$ cat src/hdl/d8f_pkg.sv
`default_nettype none

package d8f_pkg;

    localparam int MAX_WIDTH = 1024;
    localparam int ELEV_W    = 32;
    localparam int COL_W     = $clog2(MAX_WIDTH);
    localparam int WDT_W     = COL_W + 1;
    localparam int ROW_W     = 16;
    localparam int HGT_W     = 16;
    localparam int CFG_W     = 16;
    localparam int CIDX_W    = 2;
    localparam int DIR_W     = 4;
    localparam int NUM_DIR   = 8;
    localparam int SEL_W     = 3;
    localparam int WGT_W     = 17;
    localparam int DROP_W    = ELEV_W + 1;
    localparam int KEY_W     = DROP_W + WGT_W;

    // 1/sqrt(2) in q16, straight neighbors weigh 2^16
    localparam logic signed [WGT_W-1:0] DIAG_WEIGHT = WGT_W'(46341);
    localparam int STRAIGHT_SHIFT = 16;

    localparam logic [DIR_W-1:0] NO_FLOW = DIR_W'(8);

    localparam logic [CIDX_W-1:0] CFG_GRID_WIDTH  = CIDX_W'(0);
    localparam logic [CIDX_W-1:0] CFG_GRID_HEIGHT = CIDX_W'(1);

    localparam logic [WDT_W-1:0] WIDTH_RESET  = WDT_W'(1024);
    localparam logic [HGT_W-1:0] HEIGHT_RESET = HGT_W'(1024);
    localparam logic [WDT_W-1:0] WIDTH_MIN    = WDT_W'(3);
    localparam logic [WDT_W-1:0] WIDTH_MAX    = WDT_W'(MAX_WIDTH);
    localparam logic [HGT_W-1:0] HEIGHT_MIN   = HGT_W'(3);

    typedef logic signed [DROP_W-1:0] t_drop;
    typedef logic signed [KEY_W-1:0]  t_key;

    // what travels alongside a cell through the pipe
    typedef struct packed {
        logic             interior;
        logic [COL_W-1:0] cx;
        logic [ROW_W-1:0] cy;
    } t_tag;

    function automatic t_drop drop_of(input logic [ELEV_W-1:0] c,
                                      input logic [ELEV_W-1:0] nb);
        t_drop dc;
        t_drop dn;
        dc = {c[ELEV_W-1], c};
        dn = {nb[ELEV_W-1], nb};
        return dc - dn;
    endfunction

endpackage

`default_nettype wire

$ cat src/hdl/d8f_keys.sv
`default_nettype none

module d8f_keys (
    input  wire logic           i_clk,
    input  wire logic           i_ld_b,
    input  wire logic           i_ld_c,
    input  wire d8f_pkg::t_drop i_drop [d8f_pkg::NUM_DIR],
    output      d8f_pkg::t_key  o_key  [d8f_pkg::NUM_DIR]
);

    d8f_pkg::t_drop r_drop [d8f_pkg::NUM_DIR];
    d8f_pkg::t_key  r_key  [d8f_pkg::NUM_DIR];
    d8f_pkg::t_key  n_key  [d8f_pkg::NUM_DIR];

    always_ff @(posedge i_clk) begin
        if (i_ld_b) begin
            for (int i = 0; i < d8f_pkg::NUM_DIR; i++) begin
                r_drop[i] <= i_drop[i];
            end
        end
    end

    // odd directions are diagonals
    always_comb begin
        for (int i = 0; i < d8f_pkg::NUM_DIR; i++) begin
            if (i % 2 == 1) begin
                n_key[i] = r_drop[i] * d8f_pkg::DIAG_WEIGHT;
            end else begin
                n_key[i] = d8f_pkg::KEY_W'(r_drop[i]) <<< d8f_pkg::STRAIGHT_SHIFT;
            end
        end
    end

    always_ff @(posedge i_clk) begin
        if (i_ld_c) begin
            for (int i = 0; i < d8f_pkg::NUM_DIR; i++) begin
                r_key[i] <= n_key[i];
            end
        end
    end

    assign o_key = r_key;

endmodule

`default_nettype wire

$ cat config.mk
export PLATFORM = sky130hd
export DESIGN_NAME = d8f_keys
export DESIGN_NICKNAME = d
export VERILOG_FILES = /design/src/hdl/d8f_pkg.sv /design/src/hdl/d8f_keys.sv
export SDC_FILE = /design/constraint.sdc
export NUM_CORES = 2
export LEC_CHECK = 0
export BUFFER_PORTS_ARGS = -buffer_cell sky130_fd_sc_hd__buf_2
export CAP_MARGIN = 30
export CORE_MARGIN = 3
export CORE_UTILIZATION = 30
export CTS_CLUSTER_DIAMETER = 40
export DETAILED_ROUTE_END_ITERATION = 10
export PLACE_DENSITY_LB_ADDON = 0.08
export SLEW_MARGIN = 40
export SYNTH_ARGS = -nofsm -noshare
export SYNTH_HDL_FRONTEND = slang
export SYNTH_SLANG_ARGS = --single-unit
export TNS_END_PERCENT = 1
$ cat constraint.sdc
create_clock -name i_clk -period 5.4 [get_ports i_clk]
set_input_delay 0.54 -clock i_clk [delete_from_list [all_inputs] [get_ports i_clk]]
set_output_delay 0.54 -clock i_clk [all_outputs]
set_load 0.01 [all_outputs]
==> results by group <==
Run status
  • Status: complete, but fails checks
  • Failing checks: negative setup slack

Global routing
  • Initial antenna violation count: 19
  • Vias in the first global route: around 41000
  • Gr usage total: 16.1%
  • Overflow left after global routing: 0
  • Largest net degree at the start of global routing: 117
  • First-pass GRT wire length: 239000 um

Setup path
  • Setup crit end kind: flip-flop
  • Critical-path maximum fanout: 4
  • CP Buf/Inv Count: 5
  • Max stage delay on crit path: ~0.56 ns
  • R2R cell count: 21
  • Crit path arrival time: 6.27 ns
  • R2R Path Start: r_drop[7][17]
  • Delay-heaviest family, CP: adder cells
  • Critical Path Sink: o_key[42]
  • Setup crit start kind: flip-flop
  • Crit Reg-Reg Endpoint: o_key[42]
  • CP cell instances: buf_4 > ha_1 > inv_1 > fa_1 > inv_1 > fa_1 > fa_1 > fa_1 > inv_1 > fa_1 > inv_1 > ha_1 > a21o_1 > a21oi_2 > nand2_1 > a2111o_1 > a31o_2 > nand2_2 > o21a_1 > o21ai_1 > xor2_1
  • Most frequent cell on the critical path: fa_1
  • R2r setup slk: -0.42 ns
  • Slowest-stage cell, CP: fa_1
  • Setup crit start: r_drop[7][17]
  • Critical Path RT: 5.85 ns
  • WS Path Type: flip-flop to flip-flop
  • Crit path depth: 21

Detailed routing
  • Via density per instance: 4.18
  • Post-route ant nets: 0
  • DR vias: 38050
  • Initial DRC count: about 1200
  • DR DRC count: 0
  • Routed WL: 155000 um
  • DRT Pass-1 Iters: 5
  • Drt wl/cell: 17.0 um

Yosys
  • Synth Instances: 4894
  • Asr flop ratio synth: 0%
  • Sequential area share after synthesis: approximately a third
  • Number of synthesized register bits: 596
  • Synth Warn #: 0
  • Synth cell types: 76
  • Post-Syn Area: 56000 um^2
  • Synth Area per Inst: 11.4 um^2
  • Primary FF master, synth: edfxtp_1
  • Post-synth EDFFs: 596

Die
  • # IOs: 667
  • Starting Density: 30.4%
  • Area of the core: 184000 um^2
  • Die area: 192000 um^2
  • Die Ht: 438 um
  • Site Rows: 157
  • Die X: about 440 um

STA
  • Fmax achieved: about 170 MHz
  • Least-Margin Pin Slew: 0.753 ns
  • Worst Setup Slack, final: -0.420 ns
  • WHS: 0.0863 ns
  • Final TNS setup: -14.33 ns
  • Final Cycle Share: 108%
  • Finish-stage setup viols: slightly above 70
  • Relative slew slack: ~50%
  • Tmin final: 5.82 ns
  • RSZ-0062 raised after global routing: true
  • Hold Vio Cnt, Final: 0
  • Clk_skew: roughly 0.026 ns
  • Pins over their slew limit: 0

Final layout
  • # fillers: 18212
  • Register area: 17900 um^2
  • Area Overhead vs Synth: 33.5%
  • Multi-input logic area: 33600 um^2
  • Layout cells sized above 1: 26.1%
  • Nets@finish: 8384

CTS
  • CTS buffer count: 110
  • Clock latency on the worst-skew pair: ~0.73 ns
  • Clock Tree Buf Depth: 3
  • CTS tree: yes
  • Clock sink count: between 500 and 600
  • Root buffer cell: clkbuf_16
  • H-tree depth: 3
  • CTS clk-pin slew, worst paths: 0.05 ns

Placed design
  • Post-DP HPWL: roughly 130000 um
  • Port Buffers: 602
  • Final Wtd Congestion: 0.817

Hold path
  • Min-delay worst type: input port to flip-flop

Run
  • Max cap viols: 0
-- metal layers --
layer	global-route usage [%]	part of all wire [%]
met4	4.82	3.2
met1	20.7	44
met2	28.3	50
met3	2.12	2.4
met5	0	0.020
-- final cells by class --
cell class	count	share of cell area [%]
Timing Repair Buffer	1583	14.9
Clock buffer	117	3.77
Multi-Input combinational cell	2805	44.9
Sequential cell	596	23.9
Inverter	1439	7.22
Tap cell	2464	4.12
Antenna cell	6	0.0201
Clock inverter	90	1.14
-- kinds of logic after synthesis --
group	synth area share, %
buf+inv	11.0
other cells	0.00669
compound gates	6.80
xor+xnor	2.74
simple gates	3.33
fa+ha+maj	44.2
flops	31.9
-- worst reg2reg max path, delay by kind of cell (launching register included) --
kind | cells | cell delay [ns]
buf+inv | 5 | 0.37
xor+xnor | 1 | 0.15
fa+ha+maj | 7 | 3.09
compound gates | 6 | 1.32
flops | 1 | 0.43
simple gates | 2 | 0.20
-- registers in the layout, summed over array words and instances, names as in the netlist --
signal and cells:
o_key 332, r_drop 264
-- cells in the final DEF (no fill, tap or decap), types with 23 or more instances in the layout --
cell	instances
xor2_1	49
o21ai_0	61
edfxtp_1	596
nor2_1	80
ha_1	877
o21bai_1	23
clkbuf_16	112
o21a_1	27
a21oi_1	176
nand2_1	118
dlygate4sd3_1	257
fa_1	655
a21oi_2	32
and3_1	23
o21ai_1	23
buf_2	600
nand3_1	31
a21o_1	95
conb_1	64
inv_1	1435
nand4_1	25
buf_4	706
ha_4	40
xnor2_1	115
-- repair_timing --
action	4_1_cts	5_1_grt
endpoints found under the hold margin	257	0
hold buffers	257	0
cloned	0	0
pin swaps	71	37
setup endpoints to repair	94	106
buffers inserted	25	6
gates resized for setup	159	73
-- cells in the mapped netlist, types with 13 or more instances --
cell type | number | area share, %
o21a_1 | 27 | 0.36
a21oi_1 | 210 | 1.9
a31oi_1 | 22 | 0.25
o21ai_0 | 98 | 0.88
xnor2_1 | 121 | 1.9
nor2b_1 | 19 | 0.21
a21o_1 | 95 | 1.3
clkbuf_1 | 40 | 0.27
nor2_1 | 88 | 0.59
nand2_1 | 124 | 0.83
fa_1 | 662 | 24
a211oi_1 | 13 | 0.17
buf_4 | 68 | 0.91
nor3_1 | 21 | 0.19
edfxtp_1 | 596 | 32
and3_1 | 24 | 0.27
ha_1 | 920 | 21
nand4_1 | 25 | 0.28
inv_1 | 1439 | 9.6
xor2_1 | 54 | 0.84
o211ai_1 | 16 | 0.21
nand2b_1 | 15 | 0.17
o21bai_1 | 24 | 0.32
nand3_1 | 32 | 0.29
-- worst min-delay path by stage --
stage,startpoint,depth (start not counted),to
2_1_floorplan,r_drop[4][0],0,o_key[166]
3_3_place_gp,r_drop[2][11],0,o_key[277]
3_5_place_dp,r_drop[4][4],0,o_key[170]
4_1_cts,i_drop[209],1,r_drop[1][11]
5_1_grt,i_drop[189],1,r_drop[2][24]
6_report,i_drop[189],1,r_drop[2][24]
-- per-stage QoR --
| stage | cell area [um^2] | util (%) | instances | worst slack, ns |
|---|---|---|---|---|
| final | 74800 | 40.6 | 9100 | -0.420 |
| after CTS | 74300 | 40.3 | 9087 | -0.485 |
| after global routing | 74800 | 40.6 | 9096 | -0.679 |
| after global placement | 67100 | 36.4 | 8599 | -0.737 |
| after detailed placement | 67100 | 36.4 | 8599 | -0.802 |
| after floorplan | 56600 | - | 4957 | -0.134 |
Power is left out: the tool's default activity adds up to more than one toggle a clock period on the data nets, which glitch-free logic cannot reach.
