### src/hdl/d8f_pkg.sv
`default_nettype none

package d8f_pkg;

    localparam int MAX_WIDTH = 1024;
    localparam int ELEV_W    = 32;
    localparam int COL_W     = $clog2(MAX_WIDTH);
    localparam int WDT_W     = COL_W + 1;
    localparam int ROW_W     = 16;
    localparam int HGT_W     = 16;
    localparam int CFG_W     = 16;
    localparam int CIDX_W    = 2;
    localparam int DIR_W     = 4;
    localparam int NUM_DIR   = 8;
    localparam int SEL_W     = 3;
    localparam int WGT_W     = 17;
    localparam int DROP_W    = ELEV_W + 1;
    localparam int KEY_W     = DROP_W + WGT_W;

    // 1/sqrt(2) in q16, straight neighbors weigh 2^16
    localparam logic signed [WGT_W-1:0] DIAG_WEIGHT = WGT_W'(46341);
    localparam int STRAIGHT_SHIFT = 16;

    localparam logic [DIR_W-1:0] NO_FLOW = DIR_W'(8);

    localparam logic [CIDX_W-1:0] CFG_GRID_WIDTH  = CIDX_W'(0);
    localparam logic [CIDX_W-1:0] CFG_GRID_HEIGHT = CIDX_W'(1);

    localparam logic [WDT_W-1:0] WIDTH_RESET  = WDT_W'(1024);
    localparam logic [HGT_W-1:0] HEIGHT_RESET = HGT_W'(1024);
    localparam logic [WDT_W-1:0] WIDTH_MIN    = WDT_W'(3);
    localparam logic [WDT_W-1:0] WIDTH_MAX    = WDT_W'(MAX_WIDTH);
    localparam logic [HGT_W-1:0] HEIGHT_MIN   = HGT_W'(3);

    typedef logic signed [DROP_W-1:0] t_drop;
    typedef logic signed [KEY_W-1:0]  t_key;

    // what travels alongside a cell through the pipe
    typedef struct packed {
        logic             interior;
        logic [COL_W-1:0] cx;
        logic [ROW_W-1:0] cy;
    } t_tag;

    function automatic t_drop drop_of(input logic [ELEV_W-1:0] c,
                                      input logic [ELEV_W-1:0] nb);
        t_drop dc;
        t_drop dn;
        dc = {c[ELEV_W-1], c};
        dn = {nb[ELEV_W-1], nb};
        return dc - dn;
    endfunction

endpackage

`default_nettype wire

### src/hdl/d8f_argmax.sv
`default_nettype none

module d8f_argmax (
    input  wire logic                      i_clk,
    input  wire logic                      i_ld_d,
    input  wire logic                      i_ld_o,
    input  wire logic                      i_interior,
    input  wire d8f_pkg::t_key             i_key [d8f_pkg::NUM_DIR],
    output      logic [d8f_pkg::DIR_W-1:0] o_direction
);

    localparam int HALF = d8f_pkg::NUM_DIR / 2;

    d8f_pkg::t_key             r_key [HALF];
    logic [d8f_pkg::SEL_W-1:0] r_sel [HALF];
    d8f_pkg::t_key             n_key [HALF];
    logic [d8f_pkg::SEL_W-1:0] n_sel [HALF];

    d8f_pkg::t_key             lo_key;
    d8f_pkg::t_key             hi_key;
    logic [d8f_pkg::SEL_W-1:0] lo_sel;
    logic [d8f_pkg::SEL_W-1:0] hi_sel;
    logic [d8f_pkg::SEL_W-1:0] best_sel;
    logic [d8f_pkg::DIR_W-1:0] r_direction;

    // later direction wins only when strictly steeper, so ties keep the earlier one
    always_comb begin
        for (int j = 0; j < HALF; j++) begin
            if (i_key[2*j+1] > i_key[2*j]) begin
                n_key[j] = i_key[2*j+1];
                n_sel[j] = d8f_pkg::SEL_W'(2*j+1);
            end else begin
                n_key[j] = i_key[2*j];
                n_sel[j] = d8f_pkg::SEL_W'(2*j);
            end
        end
    end

    always_ff @(posedge i_clk) begin
        if (i_ld_d) begin
            for (int j = 0; j < HALF; j++) begin
                r_key[j] <= n_key[j];
                r_sel[j] <= n_sel[j];
            end
        end
    end

    always_comb begin
        if (r_key[1] > r_key[0]) begin
            lo_key = r_key[1];
            lo_sel = r_sel[1];
        end else begin
            lo_key = r_key[0];
            lo_sel = r_sel[0];
        end
        if (r_key[3] > r_key[2]) begin
            hi_key = r_key[3];
            hi_sel = r_sel[3];
        end else begin
            hi_key = r_key[2];
            hi_sel = r_sel[2];
        end
        best_sel = (hi_key > lo_key) ? hi_sel : lo_sel;
    end

    always_ff @(posedge i_clk) begin
        if (i_ld_o) begin
            r_direction <= i_interior ? {1'b0, best_sel} : d8f_pkg::NO_FLOW;
        end
    end

    assign o_direction = r_direction;

endmodule

`default_nettype wire
### config.mk
export PLATFORM = sky130hd
export DESIGN_NAME = d8f_argmax
export DESIGN_NICKNAME = d
export VERILOG_FILES = /design/src/hdl/d8f_pkg.sv /design/src/hdl/d8f_argmax.sv
export SDC_FILE = /design/constraint.sdc
export NUM_CORES = 1
export LEC_CHECK = 0
export BUFFER_PORTS_ARGS = -buffer_cell sky130_fd_sc_hd__clkbuf_2
export CAP_MARGIN = 20
export CORE_MARGIN = 3
export CORE_UTILIZATION = 54
export DETAILED_ROUTE_END_ITERATION = 10
export GPL_TIMING_DRIVEN = 0
export PLACE_DENSITY = 0.76
export SLEW_MARGIN = 25
export SYNTH_ARGS = -nofsm -noshare
export SYNTH_HDL_FRONTEND = slang
export SYNTH_SLANG_ARGS = --single-unit
### constraint.sdc
create_clock -name i_clk -period 6.57 [get_ports i_clk]
set_input_delay 0.657 -clock i_clk [delete_from_list [all_inputs] [get_ports i_clk]]
set_output_delay 0.657 -clock i_clk [all_outputs]
set_load 0.05 [all_outputs]
==> flow_metrics.py, run 1 <==
metrics = {
    "timing": {
        "fin_ws_ps": 525,
        "final.setup.tns_ps": 0,
        "min_period_ps": 6050,
        "fmax_ghz": 0.165,
        "tightest_slew_ps": 1010,
        "hold_violations": 0,
        "maxSlewViolCount": 0,
        "rsz0062_at_grt": "no",
        "slew_headroom": 0.326,
        "setup_viol": 0,
        "finClkSkew_ps": 12.9,
        "post-route-period-util": 0.920,
    },
    "logic_synthesis": {
        "postSynth.asyncResetShare": 0,
        "synth_top_area_share": 0.334,
        "synthTopCellsByCount": "ha_1, inv_1, edfxtp_1",
        "synth_edf_count": 208,
        "yosysSeqAreaShare": 0.334,
        "yosys.area.top_type": "edfxtp_1",
        "syn_inst": 1794,
        "yosysWarnings": 0,
        "synth_cell_types": 56,
        "ys_ff_latch": 208,
        "syn_area_per_cell_um2": 10.4,
        "synthesis.nets": 2548,
        "synth_area_um2": 18700,
        "synthTopCellsByArea": "edfxtp_1, ha_1, mux2_2, inv_1, mux2_4",
        "yosysMostFrequentCell": "ha_1",
        "synth-main-ff-cell": "edfxtp_1",
    },
    "critical_path": {
        "cpPeakStageDelay_ps": 550,
        "startpoint_type": "flip-flop",
        "crit_slowest_cell": "clkbuf_1",
        "cp_common_cell": "a221oi_1",
        "cp.required_ps": 6840,
        "path_class": "flip-flop to flip-flop",
        "cp_max_fo": 10,
        "critPathCaptureType": "flip-flop",
        "cp_cell_sequence": "inv_1 -> ha_1 -> and4_1 -> and4_1 -> a221oi_1 -> o211ai_1 -> a221oi_1 -> mux2i_1 -> clkbuf_1 -> clkbuf_1 -> o21ai_0 -> ha_1 -> a21oi_1 -> o21ai_0 -> a221oi_1 -> o21ai_0 -> a221oi_1 -> xnor2_1 -> nor2_1 -> mux2i_1 -> nor2_1",
        "cp.arrival_ps": 6310,
        "worst-r2r-setup-slack_ps": 520,
    },
    "route": {
        "wire_per_inst_um": 19.3,
        "wirelength_um": 52000,
        "firstDrtPassIters": 5,
        "postRouteAntennaNets": 0,
        "avgViaCountPerCell": 5.69,
        "drt-initial-drc-count": 968,
        "drc": 0,
        "vias": 15329,
    },
    "global_routing": {
        "antenna_found_initial": 2,
        "met3_usage": 0.0352,
        "grt_use_total": 0.270,
        "grt_pass1_wl_um": 77300,
        "grt_use_met2": 0.476,
        "grt_pass1_vias": 15492,
        "busiest_layer": "met2",
        "met1_usage": 0.336,
        "grt_max_degree": 83,
        "gr-total-overflow": 0,
    },
    "floorplanning": {
        "core-area_um2": 33900,
        "die_width_um": 192,
        "start_util": 0.552,
        "dieArea_um2": 36900,
        "die_y_um": 192,
        "rows": 67,
        "ioPinCount": 408,
    },
    "clocking": {
        "hold_buffers": 0,
        "cts_root_buf": "clkbuf_16",
        "clock-sinks": 208,
        "cts_made_buffers": 24,
        "cts.htree.levels": 1,
        "clockBufferDepth": 3,
        "postCtsSetupBuffers": 0,
        "clock_latency_ps": 520,
        "clkTransAtPathRegs_ps": 70,
        "tritoncts": "built",
        "cts_resized": 0,
    },
    "placed_design": {
        "dpl_worst_slack_ps": 257,
        "gp_congestion": 0.922,
        "placed_cell_area_um2": 21400,
        "hpwl_um": 43700,
        "dp_cells": 2651,
        "port_buffers": 407,
    },
    "final_layout": {
        "fin_cells": 2692,
        "areaGrowthSynthToFinish_pct": 18.9,
        "layout.nets": 2983,
        "design_area_um2": 22200,
        "diodes": 0,
        "layout-drive-gt1-share": 0.286,
        "final.fill_count": 2711,
    },
    "job": {
        "maxCapViolations": 0,
    },
    "hold_path": {
        "hp-class": "input pin to flip-flop",
    },
    "status": {
        "run_status": "finished, final reports clean",
    },
    "power": {
        "fin_total_pwr_mw": 5.49,
        "peakVddDrop_v": 0.000236,
        "power_density_nw_per_um2": 247,
        "leakage_nw": 11.7,
    },
}
[sequential cells by signal (all words and copies together), names as in the netlist]
name / cells
r_key: 200
o_direction: 4
r_sel: 4
[stage by stage]
stage / util / hold slack (ps)
2_1_floorplan: - / 624
3_3_place_gp: 0.629 / 797
3_5_place_dp: 0.631 / 801
4_1_cts: 0.656 / 378
5_1_grt: 0.657 / 392
6_report: 0.657 / 399
[layout make-up]
| cell class | count | area (um^2) | area share |
|---|---|---|---|
| plain buffers | 37 | 262 | 0.0118 |
| repair buffers | 409 | 2100 | 0.0945 |
| clock buffers | 25 | 626 | 0.0281 |
| clock inverters | 16 | 229 | 0.0103 |
| well taps | 448 | 561 | 0.0252 |
| flip-flops and latches | 208 | 6250 | 0.281 |
| inverters | 318 | 1190 | 0.0537 |
| multi-input cells | 1231 | 11000 | 0.496 |
[cells by family after synthesis]
kind of cell / count (synthesis) / synth area share
AO/OA/AOI/OAI: 342 / 0.116
XOR/XNOR: 2 / 0.000937
adder cells (fa/ha/maj): 350 / 0.234
buffers and inverters: 355 / 0.0777
flip-flops: 208 / 0.334
multiplexers: 256 / 0.161
AND/OR/NAND/NOR: 281 / 0.0771
[path summary, 6_finish.rpt]
kind | from | end | cells after the start
worst max-delay path | r_key[2][5] | o_direction[1] | 21
worst min-delay path | i_ld_o | o_direction[0] | 1
worst max register to register | r_key[2][5] | o_direction[1] | 21
worst min register to register | r_sel[2][0] | o_direction[0] | 3
[power by group]
part           total [mW]  switching, mW  internal [mW]
Sequential           1.77         0.0887           1.68
Combinational        2.27           1.28          0.990
Clock                1.45          0.535          0.920
Total                5.49           1.90           3.59
[routing by layer]
metal | routed length, um | share of wire | up-vias
met5 | 11 | 0.00021 | -
met4 | 2060 | 0.040 | 2
met3 | 3350 | 0.064 | 120
met2 | 25300 | 0.49 | 534
met1 | 21300 | 0.41 | 7234
li1 | - | - | 7439
[placed cells by master, fill, tap and decap left out, drive strengths merged, types with 54 or more instances in the layout]
cell / synthesis / final
a21o: 93 / 93
a21oi: 97 / 97
clkbuf: 10 / 442
edfxtp: 208 / 208
ha: 350 / 350
inv: 318 / 319
mux2: 202 / 202
mux2i: 54 / 54
nand2: 106 / 106
nand4: 61 / 61
o21ai: 88 / 88
[worst max-delay path, delay by kind of cell (launching register included)]
| family | cells | cell delay, ps |
|---|---|---|
| AO/OA/AOI/OAI | 9 | 2320 |
| XOR/XNOR | 1 | 190 |
| adder cells (fa/ha/maj) | 2 | 650 |
| buffers and inverters | 3 | 1020 |
| flip-flops | 1 | 420 |
| multiplexers | 2 | 520 |
| AND/OR/NAND/NOR | 4 | 700 |
Power figures use the tool's default switching activity.
==> run 2: changes to the inputs <==
Settings changed: BUFFER_PORTS_ARGS -buffer_cell sky130_fd_sc_hd__clkbuf_2 to unset, CORE_MARGIN 3 to unset, DONT_BUFFER_PORTS set to 1, PLACE_DENSITY 0.76 to 0.66, REMOVE_ABC_BUFFERS set to 1.
==> run 2 against run 1 <==
Sequential share of layout area is 2.6 points higher. Register-to-register slack got worse by 270 ps. Clock power fell by 7%. Largest cell class unchanged. Critical path depth up 1.
==> flow_metrics.py, run 2 (synthesis results as in run 1) <==
metrics = {
    "placed_design": {
        "placed_cell_area_um2": 19500,
        "port_buffers": 0,
        "gp_congestion": 0.909,
        "hpwl_um": 40500,
        "dpl_worst_slack_ps": 182,
        "dp_cells": 2225,
    },
    "global_routing": {
        "gr-total-overflow": 0,
        "grt_pass1_wl_um": 72900,
        "grt_pass1_vias": 13784,
        "met3_usage": 0.0687,
        "grt_use_total": 0.270,
        "busiest_layer": "met2",
        "met1_usage": 0.319,
        "antenna_found_initial": 0,
        "grt_max_degree": 205,
        "grt_use_met2": 0.471,
    },
    "final_layout": {
        "final_util": 0.603,
        "layout.nets": 2563,
        "layout-drive-gt1-share": 0.124,
        "design_area_um2": 20400,
        "final_cell_mix": "ha_1, inv_1, edfxtp_1",
        "areaGrowthSynthToFinish_pct": 8.84,
        "final.fill_count": 2852,
        "multiInputGateArea_um2": 11100,
        "fin_cells": 2274,
        "diodes": 0,
        "layout.area.seq_um2": 6250,
        "largest_reg_flops": 200,
        "regMostFlops": "r_key",
        "final_common_cell": "ha_1",
    },
    "floorplanning": {
        "rows": 67,
        "die_width_um": 188,
        "dieArea_um2": 35400,
        "ioPinCount": 408,
        "core-area_um2": 33800,
        "die_y_um": 188,
        "start_util": 0.554,
    },
    "route": {
        "firstDrtPassIters": 5,
        "postRouteAntennaNets": 0,
        "wire_per_inst_um": 21.2,
        "drt-initial-drc-count": 778,
        "drc": 0,
        "vias": 13341,
        "wirelength_um": 48300,
        "avgViaCountPerCell": 5.87,
    },
    "clocking": {
        "clock-sinks": 208,
        "cts_made_buffers": 26,
        "cts_root_buf": "clkbuf_16",
        "hold_buffers": 0,
        "clock_latency_ps": 550,
        "tritoncts": "built",
        "cts.htree.levels": 1,
        "clockBufferDepth": 3,
        "clkTransAtPathRegs_ps": 60,
    },
    "timing": {
        "fmax_ghz": 0.158,
        "fin_ws_ps": 256,
        "slew_headroom": 0.500,
        "tightest_slew_ps": 742,
        "finClkSkew_ps": 24.8,
        "final.setup.tns_ps": 0,
        "hold_violations": 0,
        "post-route-period-util": 0.961,
        "min_period_ps": 6310,
        "holdWs_ps": 240,
        "maxSlewViolCount": 0,
        "setup_viol": 0,
    },
    "critical_path": {
        "cpPeakStageDelay_ps": 560,
        "cp_max_fo": 26,
        "critPathCaptureType": "flip-flop",
        "crit_slowest_cell": "a2111o_1",
        "path_class": "flip-flop to flip-flop",
        "startpoint_type": "flip-flop",
        "cp.arrival_ps": 6590,
        "cp_common_cell": "a221oi_1",
        "cp_cell_sequence": "ha_1 -> a21o_1 -> a21oi_1 -> o221ai_1 -> a2111o_1 -> a221oi_1 -> mux2i_4 -> buf_16 -> buf_8 -> buf_8 -> nand2_1 -> o21ai_0 -> ha_1 -> a21oi_1 -> o21ai_0 -> a221oi_1 -> o211ai_1 -> a221oi_1 -> xnor2_1 -> nor2_1 -> mux2i_1 -> nor2_1",
        "cp.required_ps": 6850,
        "worst-r2r-setup-slack_ps": 260,
    },
    "status": {
        "run_status": "finished, final reports clean",
    },
    "power": {
        "fin_total_pwr_mw": 5.29,
        "leakage_nw": 9.98,
        "power_density_nw_per_um2": 260,
        "peakVddDrop_v": 0.000194,
    },
    "hold_path": {
        "hp-class": "input pin to flip-flop",
    },
    "job": {
        "maxCapViolations": 0,
    },
}
==> run 2: repair_timing <==
action / 4_1_cts / 5_1_grt
setup endpoints to repair: 0 / 2
resized for setup: 0 / 1
hold endpoints to repair: 0 / 0
setup buffers: 0 / 4
==> run 2: layout make-up <==
class | count | area share
Clock inverter | 14 | 0.00645
Inverter | 318 | 0.0586
Multi-Input combinational cell | 1231 | 0.544
Clock buffer | 31 | 0.0329
Tap cell | 448 | 0.0275
Sequential cell | 208 | 0.307
Timing Repair Buffer | 24 | 0.0236
==> run 2: worst paths after layout <==
kind                            cells past startpoint    startpoint        endpoint
worst max-delay path                               22  r_key[3][31]  o_direction[1]
worst min-delay path                                0        i_ld_o  o_direction[0]
worst max register to register                     22  r_key[3][31]  o_direction[1]
worst min register to register                      2   r_sel[0][0]  o_direction[0]
==> run 2: routing by layer <==
| layer | share of wire | wire [um] |
|---|---|---|
| met4 | 0.038 | 1830 |
| met2 | 0.49 | 23500 |
| met3 | 0.080 | 3880 |
| met5 | 0 | 0 |
| met1 | 0.39 | 19000 |
==> run 2: critical path: cells and delay by family (launching register included) <==
family	cells	cell delay (ps)
AOI/OAI and AO/OA	11	3260
DFF	1	390
buffers and inverters	3	540
adders and majority gates	2	680
muxes	2	590
and+or+nand+nor	3	350
xor gates and xnor gates	1	190
==> run 2: power by group <==
group | switching [mW] | internal [mW]
Clock | 0.553 | 0.801
Sequential | 0.109 | 1.68
Combinational | 1.14 | 1.01
Total | 1.80 | 3.49
